## src/hw/rtl/zdsc_pkg.sv

```systemverilog
`timescale 1ns / 1ps
`default_nettype none

package zdsc_pkg;

  localparam int MAX_DIM_DEF = 256;
  localparam int PIX_W       = 8;
  localparam int DIM_IN_W    = 9;
  localparam int SUIT_W      = 3;
  localparam int ZONE_W      = 4;
  localparam int ZONES       = 16;
  localparam int ADDR_W      = ZONE_W + 1;
  localparam int READS       = 6;
  localparam int RIDX_W      = 3;
  localparam int SUM_W_DEF   = $clog2(MAX_DIM_DEF * MAX_DIM_DEF * 255 + 1);

  localparam logic [SUIT_W-1:0] SUIT_NONE     = 3'd0;
  localparam logic [SUIT_W-1:0] SUIT_HEARTS   = 3'd1;
  localparam logic [SUIT_W-1:0] SUIT_DIAMONDS = 3'd2;
  localparam logic [SUIT_W-1:0] SUIT_SPADES   = 3'd3;
  localparam logic [SUIT_W-1:0] SUIT_CLUBS    = 3'd4;

  localparam logic [ZONE_W-1:0] ZONE_TL  = 4'd0;
  localparam logic [ZONE_W-1:0] ZONE_T1  = 4'd1;
  localparam logic [ZONE_W-1:0] ZONE_T2  = 4'd2;
  localparam logic [ZONE_W-1:0] ZONE_TR  = 4'd3;
  localparam logic [ZONE_W-1:0] ZONE_BL  = 4'd12;
  localparam logic [ZONE_W-1:0] ZONE_BR  = 4'd15;

  typedef struct packed {
    logic              wr_en;
    logic [ADDR_W-1:0] wr_addr;
    logic              clr_en;
    logic              clr_bank;
  } zdsc_mem_ctl_t;

  // Zones that the rule trees look at, in the order the classifier reads them.
  function automatic logic [ZONE_W-1:0] zone_of(input logic [RIDX_W-1:0] idx);
    logic [ZONE_W-1:0] z;
    unique case (idx)
      3'd0:    z = ZONE_TL;
      3'd1:    z = ZONE_T1;
      3'd2:    z = ZONE_T2;
      3'd3:    z = ZONE_TR;
      3'd4:    z = ZONE_BL;
      3'd5:    z = ZONE_BR;
      default: z = ZONE_TL;
    endcase
    return z;
  endfunction

endpackage

`default_nettype wire

```

## src/hw/rtl/zone_density_suit_classifier_top.sv

```systemverilog
`timescale 1ns / 1ps
`default_nettype none

// Zone-density suit classifier. Pixels of a symbol image enter in raster order at one
// beat per cycle unless in_stall holds one off, each with the symbol's width and
// height; every pixel inside the four-by-four zone grid is added into one of sixteen
// zone sums held in a two-bank memory, read one cycle and written back the next, with
// forwarding between neighbouring pixels of the same zone. Successive symbols
// alternate banks, so a symbol may start in the cycle after the previous one ended.
// After the last pixel a sequencer reads the six zones that the rules need through
// the memory's second read port, forms the dark fractions, evaluates the rule tree
// and emits the suit beat. The last pixel of a symbol is held off while the previous
// symbol is still being classified, so symbols stream at one pixel per cycle unless
// one ends before the previous one's classification is done. A stalled result beat
// holds the sequencer in its last step and so holds the next symbol end off longer.
// A symbol that matches no rule in the normal tree gives no result. blurred_mode
// selects the fallback tree; the user writes it while the block is idle; not enforced.

module zone_density_suit_classifier_top #(
  parameter int MAX_DIM = zdsc_pkg::MAX_DIM_DEF
) (
  input  wire logic                          clk,
  input  wire logic                          rst,
  input  wire logic                          cfg_valid,
  output logic                               cfg_ready,
  input  wire logic                          blurred_mode,
  input  wire logic                          in_valid,
  output logic                               in_stall,
  input  wire logic [zdsc_pkg::PIX_W-1:0]    pixel,
  input  wire logic [zdsc_pkg::DIM_IN_W-1:0] width,
  input  wire logic [zdsc_pkg::DIM_IN_W-1:0] height,
  output logic                               out_valid,
  input  wire logic                          out_stall,
  output logic      [zdsc_pkg::SUIT_W-1:0]   suit
);
  import zdsc_pkg::*;

  localparam int CNT_W  = $clog2(MAX_DIM);
  localparam int DIM_W  = $clog2(MAX_DIM + 1);
  localparam int CELL_W = $clog2(MAX_DIM / 4 + 1);
  localparam int SUM_W  = $clog2(MAX_DIM * MAX_DIM * 255 + 1);
  localparam int PROD_W = CELL_W + DIM_W;
  localparam int AREA_W = PROD_W - 2;
  localparam int K_W    = AREA_W + 8;
  localparam int CMP_W  = ((K_W > SUM_W) ? K_W : SUM_W) + 10;
  localparam int STEP_W = 4;

  localparam logic [STEP_W-1:0] STEP_AREA  = 4'd0;
  localparam logic [STEP_W-1:0] STEP_K     = 4'd1;
  localparam logic [STEP_W-1:0] STEP_DIFF  = 4'd7;
  localparam logic [STEP_W-1:0] STEP_SCALE = 4'd8;
  localparam logic [STEP_W-1:0] STEP_EMIT  = 4'd9;

  localparam logic signed [CMP_W-1:0] C10  = CMP_W'(10);
  localparam logic signed [CMP_W-1:0] C12  = CMP_W'(12);
  localparam logic signed [CMP_W-1:0] C16  = CMP_W'(16);
  localparam logic signed [CMP_W-1:0] C40  = CMP_W'(40);
  localparam logic signed [CMP_W-1:0] C100 = CMP_W'(100);
  localparam logic signed [CMP_W-1:0] C110 = CMP_W'(110);
  localparam logic signed [CMP_W-1:0] C140 = CMP_W'(140);

  // Configuration.
  logic blurred;

  assign cfg_ready = 1'b1;

  always_ff @(posedge clk) begin
    if (rst) begin
      blurred <= 1'b0;
    end else if (cfg_valid && cfg_ready) begin
      blurred <= blurred_mode;
    end
  end

  // Position tracking and zone selection.
  logic [CNT_W-1:0]  col_count, row_count;
  logic              bank;
  logic [DIM_W-1:0]  w_c, h_c;
  logic [CELL_W-1:0] cw, rh;
  logic [DIM_W-1:0]  ccx, rcx;
  logic [1:0]        zx, zy;
  logic              in_range, pos_first, last_col, pos_last, in_acc;
  logic [ADDR_W-1:0] in_addr;

  always_comb begin
    if (width == '0) begin
      w_c = DIM_W'(1);
    end else if (32'(width) > 32'(MAX_DIM)) begin
      w_c = DIM_W'(MAX_DIM);
    end else begin
      w_c = DIM_W'(width);
    end
    if (height == '0) begin
      h_c = DIM_W'(1);
    end else if (32'(height) > 32'(MAX_DIM)) begin
      h_c = DIM_W'(MAX_DIM);
    end else begin
      h_c = DIM_W'(height);
    end
    cw  = CELL_W'(w_c >> 2);
    rh  = CELL_W'(h_c >> 2);
    ccx = DIM_W'(col_count);
    rcx = DIM_W'(row_count);

    if (ccx >= DIM_W'(cw) + DIM_W'(cw) + DIM_W'(cw)) begin
      zx = 2'd3;
    end else if (ccx >= DIM_W'(cw) + DIM_W'(cw)) begin
      zx = 2'd2;
    end else if (ccx >= DIM_W'(cw)) begin
      zx = 2'd1;
    end else begin
      zx = 2'd0;
    end
    if (rcx >= DIM_W'(rh) + DIM_W'(rh) + DIM_W'(rh)) begin
      zy = 2'd3;
    end else if (rcx >= DIM_W'(rh) + DIM_W'(rh)) begin
      zy = 2'd2;
    end else if (rcx >= DIM_W'(rh)) begin
      zy = 2'd1;
    end else begin
      zy = 2'd0;
    end

    in_range  = (cw != '0) && (rh != '0) && (ccx < {cw, 2'b00}) && (rcx < {rh, 2'b00});
    pos_first = (col_count == '0) && (row_count == '0);
    last_col  = (ccx + DIM_W'(1)) >= w_c;
    pos_last  = last_col && ((rcx + DIM_W'(1)) >= h_c);
    in_addr   = {bank, zy, zx};
  end

  // Classifier state, declared early for the input interlock.
  logic              cls_busy;
  logic [STEP_W-1:0] cls_cnt;
  logic              s1_valid, s1_last;

  assign in_stall = pos_last && (cls_busy || (s1_valid && s1_last));
  assign in_acc   = in_valid && !in_stall;

  always_ff @(posedge clk) begin
    if (rst) begin
      col_count <= '0;
      row_count <= '0;
      bank      <= 1'b0;
    end else if (in_acc) begin
      if (last_col) begin
        col_count <= '0;
        if (pos_last) begin
          row_count <= '0;
          bank      <= ~bank;
        end else begin
          row_count <= row_count + CNT_W'(1);
        end
      end else begin
        col_count <= col_count + CNT_W'(1);
      end
    end
  end

  // Accumulate stage: memory data arrives, sum is written back.
  logic [PIX_W-1:0]  s1_px;
  logic [ADDR_W-1:0] s1_addr;
  logic              s1_wr, s1_first, s1_bank;
  logic [DIM_W-1:0]  s1_w, s1_h;
  logic              fwd_hit;
  logic [SUM_W-1:0]  fwd_data;
  logic [SUM_W-1:0]  s1_sum;
  logic [SUM_W-1:0]  rd_a_data, rd_b_data;
  logic              rd_a_valid, rd_b_valid;
  logic [ADDR_W-1:0] rd_b_addr;
  zdsc_mem_ctl_t     mem_ctl;

  always_comb begin
    if (fwd_hit) begin
      s1_sum = fwd_data + SUM_W'(s1_px);
    end else if (rd_a_valid && !s1_first) begin
      s1_sum = rd_a_data + SUM_W'(s1_px);
    end else begin
      s1_sum = SUM_W'(s1_px);
    end
    mem_ctl.wr_en    = s1_valid && s1_wr;
    mem_ctl.wr_addr  = s1_addr;
    mem_ctl.clr_en   = in_acc && pos_first;
    mem_ctl.clr_bank = bank;
  end

  always_ff @(posedge clk) begin
    if (rst) begin
      s1_valid <= 1'b0;
    end else begin
      s1_valid <= in_acc;
    end
  end

  always_ff @(posedge clk) begin
    if (in_acc) begin
      s1_px    <= pixel;
      s1_addr  <= in_addr;
      s1_wr    <= in_range;
      s1_first <= pos_first;
      s1_last  <= pos_last;
      s1_bank  <= bank;
      s1_w     <= w_c;
      s1_h     <= h_c;
      fwd_hit  <= s1_valid && s1_wr && (s1_addr == in_addr) && !pos_first;
      fwd_data <= s1_sum;
    end
  end

  zdsc_zone_mem #(
    .SUM_W (SUM_W)
  ) u_zone_mem (
    .clk        (clk),
    .rst        (rst),
    .ctl        (mem_ctl),
    .wr_data    (s1_sum),
    .rd_a_addr  (in_addr),
    .rd_a_data  (rd_a_data),
    .rd_a_valid (rd_a_valid),
    .rd_b_addr  (rd_b_addr),
    .rd_b_data  (rd_b_data),
    .rd_b_valid (rd_b_valid)
  );

  // Classification sequencer.
  logic                     cls_bank;
  logic [CELL_W-1:0]        cls_cw;
  logic [DIM_W-1:0]         cls_w, cls_h;
  logic [AREA_W-1:0]        cls_area;
  logic [K_W-1:0]           cls_k;
  logic [SUM_W-1:0]         zsum [READS];
  logic signed [CMP_W-1:0]  dz [READS];
  logic signed [CMP_W-1:0]  k_s;
  logic signed [CMP_W-1:0]  p0, p3, p12, p03, p1215, pmid;
  logic signed [CMP_W-1:0]  t10, t12, t16, t40, t100, t110, t140;
  logic                     narrow;
  logic [PROD_W-1:0]        prod;
  logic [SUIT_W-1:0]        suit_sel;
  logic                     emit_go;

  assign rd_b_addr = {cls_bank, zone_of(cls_cnt[RIDX_W-1:0])};
  assign prod      = PROD_W'(cls_cw) * PROD_W'(cls_h);
  assign k_s       = signed'(CMP_W'(cls_k));
  assign emit_go   = !(out_valid && out_stall);

  always_comb begin
    if (blurred) begin
      if (narrow) begin
        suit_sel = SUIT_DIAMONDS;
      end else if (p03 > t100) begin
        suit_sel = SUIT_HEARTS;
      end else if (pmid > t140) begin
        suit_sel = SUIT_CLUBS;
      end else begin
        suit_sel = SUIT_SPADES;
      end
    end else begin
      if (p0 > t40 && p3 > t40) begin
        suit_sel = SUIT_HEARTS;
      end else if (pmid > t110 && p0 < t10 && p12 > t10) begin
        suit_sel = SUIT_CLUBS;
      end else if (p03 < t12 && p1215 < t16) begin
        suit_sel = SUIT_DIAMONDS;
      end else if (pmid < t110) begin
        suit_sel = SUIT_SPADES;
      end else begin
        suit_sel = SUIT_NONE;
      end
    end
  end

  always_ff @(posedge clk) begin
    if (rst) begin
      cls_busy <= 1'b0;
      cls_cnt  <= STEP_AREA;
    end else if (!cls_busy) begin
      if (s1_valid && s1_last) begin
        cls_busy <= 1'b1;
        cls_cnt  <= STEP_AREA;
      end
    end else if (cls_cnt != STEP_EMIT) begin
      cls_cnt <= cls_cnt + STEP_W'(1);
    end else if (emit_go) begin
      cls_busy <= 1'b0;
    end
  end

  always_ff @(posedge clk) begin
    if (!cls_busy && s1_valid && s1_last) begin
      cls_bank <= s1_bank;
      cls_w    <= s1_w;
      cls_h    <= s1_h;
      cls_cw   <= CELL_W'(s1_w >> 2);
    end
    if (cls_busy) begin
      if (cls_cnt >= STEP_W'(1) && cls_cnt <= STEP_W'(READS)) begin
        zsum[RIDX_W'(cls_cnt - STEP_W'(1))] <= rd_b_valid ? rd_b_data : '0;
      end
      unique case (cls_cnt)
        STEP_AREA: begin
          cls_area <= prod[PROD_W-1:2];
        end
        STEP_K: begin
          cls_k <= {cls_area, 8'b0} - K_W'(cls_area);
        end
        STEP_DIFF: begin
          for (int i = 0; i < READS; i++) begin
            dz[i] <= k_s - signed'(CMP_W'(zsum[i]));
          end
        end
        STEP_SCALE: begin
          p0     <= dz[0] * C100;
          p3     <= dz[3] * C100;
          p12    <= dz[4] * C100;
          p03    <= (dz[0] + dz[3]) * C100;
          p1215  <= (dz[4] + dz[5]) * C100;
          pmid   <= (dz[1] + dz[2]) * C100;
          t10    <= k_s * C10;
          t12    <= k_s * C12;
          t16    <= k_s * C16;
          t40    <= k_s * C40;
          t100   <= k_s * C100;
          t110   <= k_s * C110;
          t140   <= k_s * C140;
          narrow <= ({1'b0, cls_w, 1'b0}) < ({1'b0, cls_h, 1'b0} + {2'b00, cls_h});
        end
        default: begin
        end
      endcase
    end
  end

  // Result register.
  always_ff @(posedge clk) begin
    if (rst) begin
      out_valid <= 1'b0;
    end else if (cls_busy && cls_cnt == STEP_EMIT && emit_go && suit_sel != SUIT_NONE) begin
      out_valid <= 1'b1;
    end else if (!out_stall) begin
      out_valid <= 1'b0;
    end
  end

  always_ff @(posedge clk) begin
    if (cls_busy && cls_cnt == STEP_EMIT && emit_go) begin
      suit <= suit_sel;
    end
  end

  // A symbol end is never taken while the previous symbol is still being classified.
  a_end_interlock: assert property (@(posedge clk) disable iff (rst)
    in_valid && !in_stall && pos_last |-> !cls_busy)
    else $error("symbol end accepted during classification");

  a_suit_range: assert property (@(posedge clk) disable iff (rst)
    out_valid |-> (suit != SUIT_NONE) && (suit <= SUIT_CLUBS))
    else $error("result beat without a suit");

  a_step_range: assert property (@(posedge clk) disable iff (rst)
    cls_busy |-> cls_cnt <= STEP_EMIT)
    else $error("classifier step out of range");

  a_start_idle: assert property (@(posedge clk) disable iff (rst)
    s1_valid && s1_last |-> !cls_busy)
    else $error("classification started while busy");

endmodule

`default_nettype wire

```

## src/hw/rtl/zdsc_zone_mem.sv

```systemverilog
`timescale 1ns / 1ps
`default_nettype none

module zdsc_zone_mem #(
  parameter int SUM_W = zdsc_pkg::SUM_W_DEF
) (
  input  wire logic                        clk,
  input  wire logic                        rst,
  input  wire zdsc_pkg::zdsc_mem_ctl_t     ctl,
  input  wire logic [SUM_W-1:0]            wr_data,
  input  wire logic [zdsc_pkg::ADDR_W-1:0] rd_a_addr,
  output logic      [SUM_W-1:0]            rd_a_data,
  output logic                             rd_a_valid,
  input  wire logic [zdsc_pkg::ADDR_W-1:0] rd_b_addr,
  output logic      [SUM_W-1:0]            rd_b_data,
  output logic                             rd_b_valid
);
  import zdsc_pkg::*;

  localparam int ENTRIES = 2 * ZONES;

  logic [SUM_W-1:0]   mem [ENTRIES];
  logic [ENTRIES-1:0] vld;

  always_ff @(posedge clk) begin
    if (ctl.wr_en) begin
      mem[ctl.wr_addr] <= wr_data;
    end
    rd_a_data  <= mem[rd_a_addr];
    rd_b_data  <= mem[rd_b_addr];
    rd_a_valid <= vld[rd_a_addr];
    rd_b_valid <= vld[rd_b_addr];
  end

  // An entry that has not been written since its bank was cleared reads with its valid flag low.
  always_ff @(posedge clk) begin
    if (rst) begin
      vld <= '0;
    end else begin
      if (ctl.clr_en) begin
        for (int i = 0; i < ZONES; i++) begin
          vld[{ctl.clr_bank, ZONE_W'(i)}] <= 1'b0;
        end
      end
      if (ctl.wr_en) begin
        vld[ctl.wr_addr] <= 1'b1;
      end
    end
  end

endmodule

`default_nettype wire

```

## config.mk

```make
export PLATFORM = sky130hd
export DESIGN_NAME = zone_density_suit_classifier_top
export DESIGN_NICKNAME = d
export VERILOG_FILES = /design/src/hw/rtl/zdsc_pkg.sv /design/src/hw/rtl/zone_density_suit_classifier_top.sv /design/src/hw/rtl/zdsc_zone_mem.sv
export SDC_FILE = /design/constraint.sdc
export NUM_CORES = 2
export LEC_CHECK = 0
export ABC_AREA = 1
export BUFFER_PORTS_ARGS = -buffer_cell sky130_fd_sc_hd__buf_2
export CORE_AREA = 2 2 530 532
export CTS_CLUSTER_SIZE = 12
export DETAILED_ROUTE_END_ITERATION = 12
export DIE_AREA = 0 0 532 534
export PLACE_DENSITY_LB_ADDON = 0.3
export SETUP_SLACK_MARGIN = 0.4
export SKIP_CTS_REPAIR_TIMING = 1
export SYNTH_ARGS = -nofsm -noshare
export SYNTH_HDL_FRONTEND = slang
export SYNTH_SLANG_ARGS = --single-unit
```

## constraint.sdc

```tcl
create_clock -name clk -period 86.7 [get_ports clk]
set_input_delay 17.34 -clock clk [delete_from_list [all_inputs] [get_ports clk]]
set_output_delay 17.34 -clock clk [all_outputs]
set_load 0.05 [all_outputs]
```

==> results_dict.tcl <==
set metrics [dict create \
    yosysMostFrequentCell "inv_1" \
    wl_mm 305 \
    pwr_density_cell_nw_per_um2 16.0 \
    clk_latency_ps 900 \
    cp.arrival_ps 19850 \
    grt_util_met2 0.353 \
    p_leak_nw 54.9 \
    drc 0 \
    synth.area.top_cells "edfxtp_1, ha_1, inv_1" \
    grt_pass1_vias 78200 \
    synthesis.nets 13500 \
    drive_gt1_frac 0.0445 \
    ys_types 69 \
    fillers 26900 \
    syn-cell-area_um2 111000 \
    swShare 0.276 \
    p_int_mw 1.41 \
    synth_common_cells "inv_1, nand2_1, edfxtp_1" \
    rsz0062_at_grt "false" \
    die_w_um 532 \
    cts_buffers 187 \
    drt-initial-drc-count 6326 \
    io_pins 38 \
    hp-class "reg -> reg" \
    core_area_um2 278000 \
    area_delta_synth_final_pct 9.52 \
    grt_antenna_before_repair 15 \
    setup_viol 0 \
    ir_drop_v 0.0000184 \
    die-height_um 534 \
    num_rows 194 \
    initial_core_util 0.399 \
    crit_type "in -> out" \
    clkTransAtPathRegs_ps 50 \
    required_ps 69360 \
    cts_htree_levels 4 \
    grt.total_usage 0.210 \
    ant_nets 0 \
    async_flop_share 0 \
    port_buffers 36 \
    switchingPower_uw 537 \
    avgRoutedWirePerCell_um 19.2 \
    synth_top_cell_area_share 0.409 \
    power_frac_comb 0.144 \
    cp_max_fo 11 \
    synth_edf_count 1513 \
    pre_cts_slack_ps 49470 \
    seq_area_um2 47600 \
    yosys.area.top_type "edfxtp_1" \
    grt_max_degree 212 \
    relSlewSlack 0.0854 \
    post-route-min-period_ps 37190 \
    fin_crit_sh 0.429 \
    cts_tree "yes" \
    root_buffer "clkbuf_16" \
    tightestPinTransition_ps 1370 \
    grt.busiest_layer "met2" \
    die_area_um2 284000 \
    report.final.hold_viol_count 0 \
    synth_seq_area_share 0.429 \
    clkSinkCount 1620 \
    synth_ff_type "edfxtp_1" \
    gr-usage-met3 0.0243 \
    final.setup_skew_ps 123 \
    tns_ps 0 \
    num_vias 81500 \
    grt_overflow 0 \
    fmax_mhz 26.9 \
    ys_warn_count 0 \
    ys_ff_latch 1620 \
    first_pass_iters 6 \
    synth.avg_cell_area_um2 9.31 \
    clock_path_buffers 4 \
    p_seq_frac 0.465 \
    hpwl_mm 207 \
    timing.final.max_slew_violations 0 \
    vias_per_cell 5.14 \
    layout.nets 13600 \
    cp-start-kind "input pin" \
    syn_inst 11900 \
    grt_pass1_wl_mm 464 \
    gp_congestion 0.893 \
    max_cap_viol_count 0 \
    met1_usage 0.280 \
    cp-end-kind "output port" \
    multiInputGateArea_um2 54400 \
    status "completed" \
    p_clk_frac 0.391 \
    postLayoutSetupSlackWorst_ps 49510 \
]
## logic make-up after synthesis
family / synth area share
compound gates: 0.102
fa+ha+maj: 0.198
simple gates: 0.145
buf+inv: 0.0849
other cells: 0.0000338
flops: 0.429
xor+xnor: 0.0413
## flip-flops by register name, indices dropped and copies added (netlist names), 30 cells and up
register,cells
u_zone_mem.mem,768
dz,150
zsum,144
p03,32
p0,32
p12,32
p3,32
pmid,32
u_zone_mem.vld,32
p1215,30
## power groups by stage
stage	logic (mW)	clock network [mW]	registers (mW)
CTS	0.280	0.774	0.906
global route	0.311	0.802	0.907
finish	0.280	0.761	0.906
detailed placement	0.279	0	0.922
global placement	0.278	0	0.922
floorplan	0.188	0	0.918
## cell type report
class	count	share of cell area
multi-input cells	7907	0.448
flip-flops and latches	1620	0.391
inverters	2103	0.0651
clock buffers	271	0.0427
well taps	3724	0.0383
repair buffers	168	0.0100
clock inverters	59	0.00476
diodes	2	0.0000412
## worst max-delay path, cell delays in order
cell	delay (ps)
buf_2	170
nor2_1	350
inv_1	160
ha_1	350
nand2_1	60
o211ai_1	180
nand3_1	110
nand2_1	70
nand3_1	60
nand2_1	70
nand2_1	50
nand2_1	60
nand2_1	50
nand2_1	210
nand3_1	220
inv_1	90
buf_2	260
## metrics by stage
stage	std cells	cell area (µm²)	hold slack [ps]	power, mW	util
4_1_cts	15900	122000	421	1.96	0.437
3_5_place_dp	15500	116000	409	1.20	0.416
2_1_floorplan	11900	111000	400	1.11	-
5_1_grt	15900	122000	423	2.02	0.437
3_3_place_gp	15500	116000	404	1.20	0.416
6_report	15900	122000	422	1.95	0.437
## cells in the final DEF, fill, tap and decap left out, types with 104 or more instances in the layout
cell type / count
a21oi_1: 783
a31oi_1: 104
buf_4: 128
clkbuf_16: 189
dfxtp_1: 106
edfxtp_1: 1513
fa_1: 312
ha_1: 1260
inv_1: 2090
nand2_1: 2033
nand3_1: 442
nand3b_1: 211
nor2_1: 699
o21ai_0: 854
xnor2_1: 167
xor2_1: 354
## layer usage
layer  part of all wire  routed length, µm  up-vias
met4              0.037              11200        0
met1               0.43             132000    38500
li1                   -                  -    40100
met2               0.47             142000     2335
met5                  0                  0        -
met3              0.062              18800      536
## path summary, 6_finish.rpt
check / depth (start not counted) / start / slack (ps) / to
max reg2reg: 26 / dz[0][2]$_DFFE_PP_ / 80660 / p03[30]$_DFFE_PP_
max: 17 / width[8] / 49510 / in_stall
min reg2reg: 0 / s1_h[5]$_DFFE_PP_ / 420 / cls_h[5]$_DFFE_PP_
min: 0 / s1_h[5]$_DFFE_PP_ / 420 / cls_h[5]$_DFFE_PP_
Power figures use the tool's default switching activity.
